$ cat config.mk
export PLATFORM = sky130hd
export DESIGN_NAME = tcd_alu
export DESIGN_NICKNAME = d
export VERILOG_FILES = /design/src/sv/tcd_pkg.sv /design/src/sv/tcd_alu.sv
export SDC_FILE = /design/constraint.sdc
export NUM_CORES = 1
export LEC_CHECK = 0
export BUFFER_PORTS_ARGS = -buffer_cell sky130_fd_sc_hd__clkbuf_2
export CAP_MARGIN = 0
export CORE_MARGIN = 2
export CORE_UTILIZATION = 50
export DETAILED_ROUTE_END_ITERATION = 6
export GPL_TIMING_DRIVEN = 0
export PLACE_DENSITY = 0.69
export SKIP_LAST_GASP = 1
export SYNTH_ARGS = -nofsm -noshare
export SYNTH_HDL_FRONTEND = slang
export SYNTH_SLANG_ARGS = --single-unit
$ cat constraint.sdc
create_clock -name clk -period 11.9 [get_ports clk]
set_clock_uncertainty 0.2 [all_clocks]
set_input_delay 1.785 -clock clk [delete_from_list [all_inputs] [get_ports clk]]
set_output_delay 1.785 -clock clk [all_outputs]
set_load 0.05 [all_outputs]
$ cat src/sv/tcd_pkg.sv
// Shared types, constants and opcodes for the toy CPU decode and execute block.
`timescale 1ns / 1ps
`default_nettype none

package tcd_pkg;

    // Data word width and storage sizes.
    localparam int XLEN       = 16;
    localparam int REG_COUNT  = 16;
    localparam int REG_AW     = 4;
    localparam int DATA_WORDS = 32768;
    localparam int DATA_AW    = $clog2(DATA_WORDS);

    // Opcodes.
    localparam logic [7:0] OP_HALT = 8'd0;
    localparam logic [7:0] OP_LOAD = 8'd1;
    localparam logic [7:0] OP_ADD  = 8'd2;
    localparam logic [7:0] OP_SUB  = 8'd3;
    localparam logic [7:0] OP_MUL  = 8'd4;
    localparam logic [7:0] OP_DIV  = 8'd5;
    localparam logic [7:0] OP_AND  = 8'd6;
    localparam logic [7:0] OP_OR   = 8'd7;
    localparam logic [7:0] OP_NOT  = 8'd8;
    localparam logic [7:0] OP_CMP  = 8'd9;
    localparam logic [7:0] OP_JMP  = 8'd10;
    localparam logic [7:0] OP_IN   = 8'd11;
    localparam logic [7:0] OP_OUT  = 8'd12;

    // Jump conditions, carried in the rb field.
    localparam logic [3:0] JC_ALWAYS = 4'd0;
    localparam logic [3:0] JC_EQ     = 4'd1;
    localparam logic [3:0] JC_GT     = 4'd2;
    localparam logic [3:0] JC_LT     = 4'd3;

    // Load with a register address: ra below this loads, otherwise it stores.
    localparam logic [3:0] LOAD_SPLIT = 4'd5;

    // Bias that makes the arithmetic shift by two round toward zero.
    localparam logic [XLEN:0] JMP_BIAS = 17'd3;

    typedef enum logic [1:0] {
        FLAG_EQ = 2'd0,
        FLAG_GT = 2'd1,
        FLAG_LT = 2'd3
    } flag_t;

    typedef enum logic [2:0] {
        ALU_ADD,
        ALU_SUB,
        ALU_MUL,
        ALU_DIV,
        ALU_CMP
    } alu_op_t;

    typedef enum logic [2:0] {
        A_IDLE,
        A_SIMPLE,
        A_ABSA,
        A_ABSB,
        A_ITER,
        A_FIX,
        A_DONE
    } alu_st_t;

    typedef enum logic [2:0] {
        S_IDLE,
        S_RDB,
        S_RDA,
        S_MEM,
        S_EXEC,
        S_WAIT,
        S_FINISH
    } st_t;

    typedef struct packed {
        logic [31:0]        instr_word;
        logic signed [15:0] in_value;
    } in_item_t;

    typedef struct packed {
        logic [15:0]        next_pc;
        logic               out_valid;
        logic signed [15:0] out_value;
        logic               halted;
        logic               div_error;
    } out_item_t;

    typedef struct packed {
        logic            start;
        alu_op_t         op;
        logic [XLEN-1:0] a;
        logic [XLEN-1:0] b;
    } alu_req_t;

    typedef struct packed {
        logic            done;
        logic [XLEN-1:0] result;
        flag_t           flag;
        logic            div_zero;
    } alu_rsp_t;

    typedef struct packed {
        logic              we;
        logic [REG_AW-1:0] addr;
        logic [XLEN-1:0]   data;
    } rf_wr_t;

    typedef struct packed {
        logic               we;
        logic [DATA_AW-1:0] addr;
        logic [XLEN-1:0]    data;
    } mem_wr_t;

endpackage

`default_nettype wire

$ cat src/sv/tcd_alu.sv
// Shared iterative arithmetic unit: add, subtract, compare, multiply and divide on one adder.
`timescale 1ns / 1ps
`default_nettype none

module tcd_alu (
    input  logic              clk,
    input  logic              rst_n,
    input  tcd_pkg::alu_req_t req,
    output tcd_pkg::alu_rsp_t rsp
);
    import tcd_pkg::*;

    localparam logic [3:0] LAST_STEP = 4'(XLEN - 1);

    alu_st_t         st_reg, st_next;
    alu_op_t         op_reg, op_next;
    logic [XLEN-1:0] x_reg, x_next;
    logic [XLEN-1:0] y_reg, y_next;
    logic [XLEN-1:0] z_reg, z_next;
    logic [XLEN-1:0] res_reg, res_next;
    logic            neg_reg, neg_next;
    logic            dz_reg, dz_next;
    flag_t           flag_reg, flag_next;
    logic [3:0]      cnt_reg, cnt_next;

    logic [XLEN:0]   add_x;
    logic [XLEN:0]   add_y;
    logic            add_sub;
    logic [XLEN:0]   add_sum;

    // The single adder that every operation goes through.
    assign add_sum = add_x + (add_sub ? ~add_y : add_y) + (XLEN + 1)'(add_sub);

    always_comb
    begin
        st_next = st_reg;
        case (st_reg)
            A_IDLE:
            begin
                if (req.start)
                begin
                    case (req.op)
                        ALU_MUL: st_next = A_ITER;
                        ALU_DIV: st_next = (req.b == '0) ? A_DONE : A_ABSA;
                        default: st_next = A_SIMPLE;
                    endcase
                end
            end
            A_SIMPLE: st_next = A_DONE;
            A_ABSA:   st_next = A_ABSB;
            A_ABSB:   st_next = A_ITER;
            A_ITER:
            begin
                if (cnt_reg == LAST_STEP)
                begin
                    st_next = (op_reg == ALU_DIV) ? A_FIX : A_DONE;
                end
            end
            A_FIX:    st_next = A_DONE;
            A_DONE:   st_next = A_IDLE;
            default:  st_next = A_IDLE;
        endcase
    end

    always_comb
    begin
        op_next   = op_reg;
        x_next    = x_reg;
        y_next    = y_reg;
        z_next    = z_reg;
        res_next  = res_reg;
        neg_next  = neg_reg;
        dz_next   = dz_reg;
        flag_next = flag_reg;
        cnt_next  = cnt_reg;
        add_x     = '0;
        add_y     = '0;
        add_sub   = 1'b0;
        case (st_reg)
            A_IDLE:
            begin
                if (req.start)
                begin
                    op_next  = req.op;
                    cnt_next = '0;
                    neg_next = req.a[XLEN-1] ^ req.b[XLEN-1];
                    dz_next  = 1'b0;
                    case (req.op)
                        ALU_MUL:
                        begin
                            x_next = '0;
                            y_next = req.a;
                            z_next = req.b;
                        end
                        ALU_DIV:
                        begin
                            x_next  = '0;
                            y_next  = req.b;
                            z_next  = req.a;
                            dz_next = (req.b == '0);
                        end
                        default:
                        begin
                            x_next = req.a;
                            y_next = req.b;
                        end
                    endcase
                end
            end
            A_SIMPLE:
            begin
                add_x    = {x_reg[XLEN-1], x_reg};
                add_y    = {y_reg[XLEN-1], y_reg};
                add_sub  = (op_reg != ALU_ADD);
                res_next = add_sum[XLEN-1:0];
                if (add_sum == '0)
                begin
                    flag_next = FLAG_EQ;
                end
                else if (add_sum[XLEN])
                begin
                    flag_next = FLAG_LT;
                end
                else
                begin
                    flag_next = FLAG_GT;
                end
            end
            A_ABSA:
            begin
                add_y   = {z_reg[XLEN-1], z_reg};
                add_sub = z_reg[XLEN-1];
                z_next  = add_sum[XLEN-1:0];
            end
            A_ABSB:
            begin
                add_y   = {y_reg[XLEN-1], y_reg};
                add_sub = y_reg[XLEN-1];
                y_next  = add_sum[XLEN-1:0];
            end
            A_ITER:
            begin
                cnt_next = cnt_reg + 1'b1;
                if (op_reg == ALU_MUL)
                begin
                    // Shift and add, keeping the low half of the product.
                    add_x  = {1'b0, x_reg};
                    add_y  = {1'b0, y_reg};
                    y_next = {y_reg[XLEN-2:0], 1'b0};
                    z_next = {1'b0, z_reg[XLEN-1:1]};
                    if (z_reg[0])
                    begin
                        x_next   = add_sum[XLEN-1:0];
                        res_next = add_sum[XLEN-1:0];
                    end
                    else
                    begin
                        res_next = x_reg;
                    end
                end
                else
                begin
                    // Restoring division on the magnitudes, one quotient bit a step.
                    add_x   = {x_reg, z_reg[XLEN-1]};
                    add_y   = {1'b0, y_reg};
                    add_sub = 1'b1;
                    if (!add_sum[XLEN])
                    begin
                        x_next = add_sum[XLEN-1:0];
                        z_next = {z_reg[XLEN-2:0], 1'b1};
                    end
                    else
                    begin
                        x_next = {x_reg[XLEN-2:0], z_reg[XLEN-1]};
                        z_next = {z_reg[XLEN-2:0], 1'b0};
                    end
                end
            end
            A_FIX:
            begin
                add_y    = {1'b0, z_reg};
                add_sub  = neg_reg;
                res_next = add_sum[XLEN-1:0];
            end
            default:
            begin
            end
        endcase
    end

    always_comb
    begin
        rsp.done     = (st_reg == A_DONE);
        rsp.result   = res_reg;
        rsp.flag     = flag_reg;
        rsp.div_zero = dz_reg;
    end

    always_ff @(posedge clk or negedge rst_n)
    begin
        if (!rst_n)
        begin
            st_reg <= A_IDLE;
        end
        else
        begin
            st_reg <= st_next;
        end
    end

    always_ff @(posedge clk)
    begin
        op_reg   <= op_next;
        x_reg    <= x_next;
        y_reg    <= y_next;
        z_reg    <= z_next;
        res_reg  <= res_next;
        neg_reg  <= neg_next;
        dz_reg   <= dz_next;
        flag_reg <= flag_next;
        cnt_reg  <= cnt_next;
    end

endmodule

`default_nettype wire

Word-level counts from Yosys, hierarchy flattened. Index checks and enable logic that the tools add are counted.

Register bits after elaboration: 78. Output and inout port bits: 20. Logic and storage cells: 79.

Add/subtract/negate cells: 3. Equal/unequal tests: 15. Multiplexer cells: 32. Bitwise logic cells: 2. Reduce and logical (&&, ||, !) cells: 17.

Operator list (number): $mux W16 (11); $pmux W16 S2 (3); $pmux W16 S3 (2); $pmux W17 S4 (1); $mux W17 (2); $pmux W17 S2 (1); $eq A3 B2 Y1 const B (6); $add A17 B1 Y17 (1); $add A17 B17 Y17 (1); $logic_not A17 Y1 (1); $not A17 Y17 (1); $logic_not A16 Y1 (1); $pmux W3 S5 (1); $eq A3 B3 Y1 const B (3); $mux W3 (3); $reduce_bool A3 Y1 (3); $pmux W4 S2 (1); $reduce_and A2 Y1 (4); $ne A2 B2 Y1 const B (3); $pmux W3 S2 (1); $reduce_and A3 Y1 (2); $reduce_or A2 Y1 (3); $pmux W1 S5 (1); $add A4 B1 Y4 const B (1); 9 further kinds (12).

Longest topological paths before layout.
Depth after elaboration: 10. Depth in mapped cells: 18.

Least setup slack after synthesis. OpenSTA, ideal clock, no wires.

Kind: reg-to-reg. From: register op_reg[2]. To: register x_reg[5], data pin. Library setup time: 0.261 ns. Arrival: 4.180 ns. Slack: 7.259 ns. Stages on the path, launching flop included: 17. Buffers on the path: 1. Clock period less this slack: 4.641 ns. Cells stage by stage: edfxtp_1 nor3b_2 clkbuf_1 nand3b_1 a21oi_1 nand2_1 o21ai_0 inv_1 fa_1 nand2b_1 a21o_1 a211o_1 nand2_1 a31oi_1 xnor2_4 mux2_2 a221o_1.

Word-level cells in the longest chain between the ends: 9. Elaborated cells on any way between the ends: 13.

RTL lines: start: declaration (line tcd_alu.sv:16) `alu_op_t op_reg, op_next;`; start signal: assignment (line tcd_alu.sv:213) `op_reg <= op_next;`; $eq A3 B2 Y1 (line tcd_alu.sv:144) `if (op_reg == ALU_MUL)`; $mux W1 (line tcd_alu.sv:144); $pmux W1 S5 (line tcd_alu.sv:79) `case (st_reg)`; $mux W17 (line tcd_alu.sv:32) `assign add_sum = add_x + (add_sub ? ~add_y : add_y) + (XLEN + 1)'(add_sub);`; $add A17 B17 Y17 (line tcd_alu.sv:32); $add A17 B1 Y17 (line tcd_alu.sv:32); $mux W16 (on tied branches) (line tcd_alu.sv:167, tcd_alu.sv:151); $mux W16 * (line tcd_alu.sv:144); $pmux W16 S2 * (line tcd_alu.sv:79); via x_next[5] (line tcd_alu.sv:17) `logic [XLEN-1:0] x_reg, x_next;`; end signal: assignment (line tcd_alu.sv:214) `x_reg <= x_next;`; end: declaration (line tcd_alu.sv:17).

The timed path passes the listed nets; every way through them passes the cells marked *. A chain may end at the register's enable or synchronous reset.

Worst setup path in the final report.
From: register st_reg[1]. To: register x_reg[5], data pin.

Word-level cells in the longest chain between the ends: 10. Elaborated cells on any way between the ends: 18.

RTL lines: start: declaration (line tcd_alu.sv:15) `alu_st_t st_reg, st_next;`; start signal: assignment (line tcd_alu.sv:207) `st_reg <= st_next;`; $eq A3 B1 Y1 / $eq A3 B2 Y1 (equally long branches) (line tcd_alu.sv:79); $reduce_or A2 Y1 (no line); $pmux W17 S4 (line tcd_alu.sv:79); $not A17 Y17 (line tcd_alu.sv:32); $mux W17 (line tcd_alu.sv:32); $add A17 B17 Y17 (line tcd_alu.sv:32); $add A17 B1 Y17 (line tcd_alu.sv:32); $mux W16 (on tied branches) (line tcd_alu.sv:167, tcd_alu.sv:151); $mux W16 (line tcd_alu.sv:144); $pmux W16 S2 * (line tcd_alu.sv:79); via x_next[5] (line tcd_alu.sv:17).

Marks and branches as above.

==> summary.txt <==
Timing
  • Period utilization: 0.4925
  • FMAX: 0.1706 GHz
  • Slew Viols, Final: 0
  • Worst slew margin: 0.1425
  • Final hold vios: 0
  • Final Setup Violations: 0
  • RSZ-0062 raised after global routing: false
  • Post-route minimum period: 5861 ps
  • WHS: 400.1 ps
  • Setup TNS Final: 0 ps
  • Worst Tran Pin Value: 1268 ps

Detailed routing
  • DRC: 0
  • Via/cell ratio: 6.508
  • Routed WL per cell: 22.62 um
  • Drt pass-1 iters: 5
  • Drt initial violations: 708
  • ANT nets after route: 0
  • Total wire length: 20,760 um
  • Routed vias: 5,974

Cells and area
  • Register area: 0.002327 sq mm
  • Area delta synth->final: 13.74%
  • Multi-input logic area: 0.003815 sq mm
  • Share of layout cells above drive strength 1: 0.1434
  • Fin nets: 796
  • N_diodes: 0
  • Final Cell Area: 0.007199 sq mm
  • Filler cell count: 1,129
  • Post-Layout Cell Count: 918

Min path
  • Hold Startpoint: cnt_reg[0]
  • Worst Hold Class: reg2reg
  • Worst hold endpoint: cnt_reg[0]
  • Hold Crit Depth: 1

Worst setup path
  • Path depth of the worst reg2reg path: 17
  • Kind of end point of the critical path: flip-flop
  • Critical R2R Launch: st_reg[1]
  • Peak fanout along the critical path: 10
  • Setup CP Type: reg2reg
  • CP Launch Type: flip-flop
  • CP Data Required Time: 11,800 ps
  • RR Endpoint: x_reg[5]
  • Crit path DAT: 5760 ps
  • R2R setup slack: 6040 ps

Placed design
  • GP Congestion: 0.9615
  • Placed inst area: 0.006857 sq mm
  • DP HPWL: 16,180 um
  • IO Port Bufs: 57
  • DP Cell Count: 902

Yosys
  • Post-synthesis xor/xnor area fraction: 0.04546
  • Dominant synthesized flop cell: edfxtp_1
  • Syn nets: 727
  • Flops & latches, synth: 78
  • Main combinational cell family by area after synthesis: compound AO/OA/AOI/OAI gates
  • Post-synth EDFFs: 75
  • Adder-cell area share of the yosys netlist: 0.03479
  • Compound-gate portion of the synthesized area: 0.2510
  • Register area share after synthesis: 0.3677
  • Post-Syn Instances: 672
  • Synth async-reset ratio: 0.03846
  • Avg Inst Size Synth: 9.419 sq um
  • Mapped Area: 0.006330 sq mm
  • Simple-gate share of the synthesized area: 0.1550
  • Yosys cell types: 69
  • Multiplexer share of the synthesized area: 0.1135
  • Synth Warn #: 0

Global route
  • Initial antenna violation count: 0
  • Vias in the first global route: 5,672
  • Global route total overflow: 0
  • Largest net degree at the start of global routing: 21
  • Total Routing Usage GR: 0.3145
  • First-pass GRT wire length: 31,930 um

Floorplanning
  • Die Y: 116.5 um
  • FP Rows: 41
  • Width of the die: 116.5 um
  • Core area: 0.01247 sq mm
  • Initial Util: 0.5078
  • Io pins: 58
  • Die area: 0.01358 sq mm

CTS
  • # Post-CTS Setup Buffers: 0
  • Total CTS buffers: 9
  • Clk slew on worst S/H paths: 60 ps
  • CTS Buffer Depth: 2
  • CTS tree: built
  • Post-CTS sizing: 0
  • Insertion delay to the later sink of the worst-skew pair: 350 ps
  • CTS sink cnt: 78
  • Cts hold-fix bufs: 0
  • Root Buffer: clkbuf_16
  • # H-tree levels: 3

Outcome
  • Status: finished clean

Flow run
  • Max_cap viols: 0
==> cells by family (layout without fill, tap and decap cells) <==
family,count (synthesis),after routing
mux,70,70
fa+ha+maj,17,17
compound gates,227,227
xor+xnor,29,29
simple gates,200,200
flops,78,78
buf+inv,51,125
==> cells in the mapped netlist, types with 3 or more instances <==
cell type  instances  area share
a2111oi_0          3      0.0042
a211oi_1           4      0.0047
a21o_1             9       0.011
a21oi_1           65       0.051
a221o_1           15       0.024
a222oi_1           4      0.0063
a22o_1            16       0.022
a22oi_1           15       0.018
a31oi_1            4      0.0040
and2_1             5      0.0049
buf_1              4      0.0024
clkbuf_1          37       0.022
dfrtp_1            3       0.012
edfxtp_1          75        0.36
ha_1              16       0.032
inv_1              7      0.0042
mux2_2            14       0.025
mux2i_1           56       0.089
nand2_1           83       0.049
nand2b_1           5      0.0049
nand3_1           21       0.017
nand3b_1           5      0.0059
nand4_1            4      0.0040
nor2_1            34       0.020
nor2b_1            8      0.0079
nor3_1             8      0.0063
nor4_1             6      0.0059
nor4b_1            3      0.0042
o211ai_1           8      0.0095
o21a_1             3      0.0036
o21ai_0           28       0.022
o21ai_1            7      0.0055
o221ai_1           8       0.011
o22a_1             4      0.0055
o22ai_1           14       0.014
o31ai_1            3      0.0036
or3_1              5      0.0049
xnor2_1           20       0.028
xor2_1             6      0.0083
==> worst max-delay path, stage by stage, from the launching register on <==
cell,delay (ps)
dfrtp_1,430
inv_1,130
clkbuf_1,390
nand2_1,310
nor2_1,190
clkbuf_1,540
nand2_1,250
o21ai_0,280
inv_1,100
fa_1,500
nand2b_1,220
a21o_1,210
a211o_1,290
nand2_1,180
a31oi_1,220
xnor2_4,470
mux2_2,390
a221o_1,300
==> cell usage in the layout (no fill, tap or decap), drive strengths merged, types with 9 or more instances in the layout <==
master / count
clkbuf: 106
nor3: 9
a22o: 16
nor2: 35
mux2i: 56
a221o: 15
o22ai: 14
nand3: 21
a21oi: 65
a21o: 9
edfxtp: 75
a22oi: 15
mux2: 14
ha: 16
o21ai: 35
nand2: 83
xnor2: 21
==> stage by stage <==
stage                       util  setup WS, ps
after floorplan                -          7259
after global placement    0.5479          6216
after detailed placement  0.5500          6173
after CTS                 0.5775          6155
after global routing      0.5775          5771
final                     0.5775          6039
==> routing by layer <==
metal / wire length [um] / global-route usage
met5: 0 / 0
met4: 682 / 0.1198
met3: 1944 / 0.04722
met2: 9563 / 0.4973
met1: 8573 / 0.4379
==> layout make-up <==
class	count	area share
Multi-Input combinational cell	543	0.5299
Clock inverter	4	0.01060
Tap cell	172	0.02989
Timing Repair Buffer	58	0.04067
Sequential cell	78	0.3233
Clock buffer	12	0.03702
Buffer	44	0.02503
Inverter	7	0.003650
==> worst max-delay path by stage <==
stage              start       end  slack [ps]  depth (start not counted)
2_1_floorplan  op_reg[2]  x_reg[5]        7260                         16
3_3_place_gp   st_reg[1]  x_reg[5]        6220                         17
4_1_cts        st_reg[1]  x_reg[5]        6160                         17
5_1_grt        st_reg[1]  x_reg[5]        5770                         17
6_report       st_reg[1]  x_reg[5]        6040                         17
3_5_place_dp   st_reg[1]  x_reg[5]        6170                         17
Power is not shown: default switching activity piles up to over one toggle a cycle in this logic, so the estimate is an artifact.
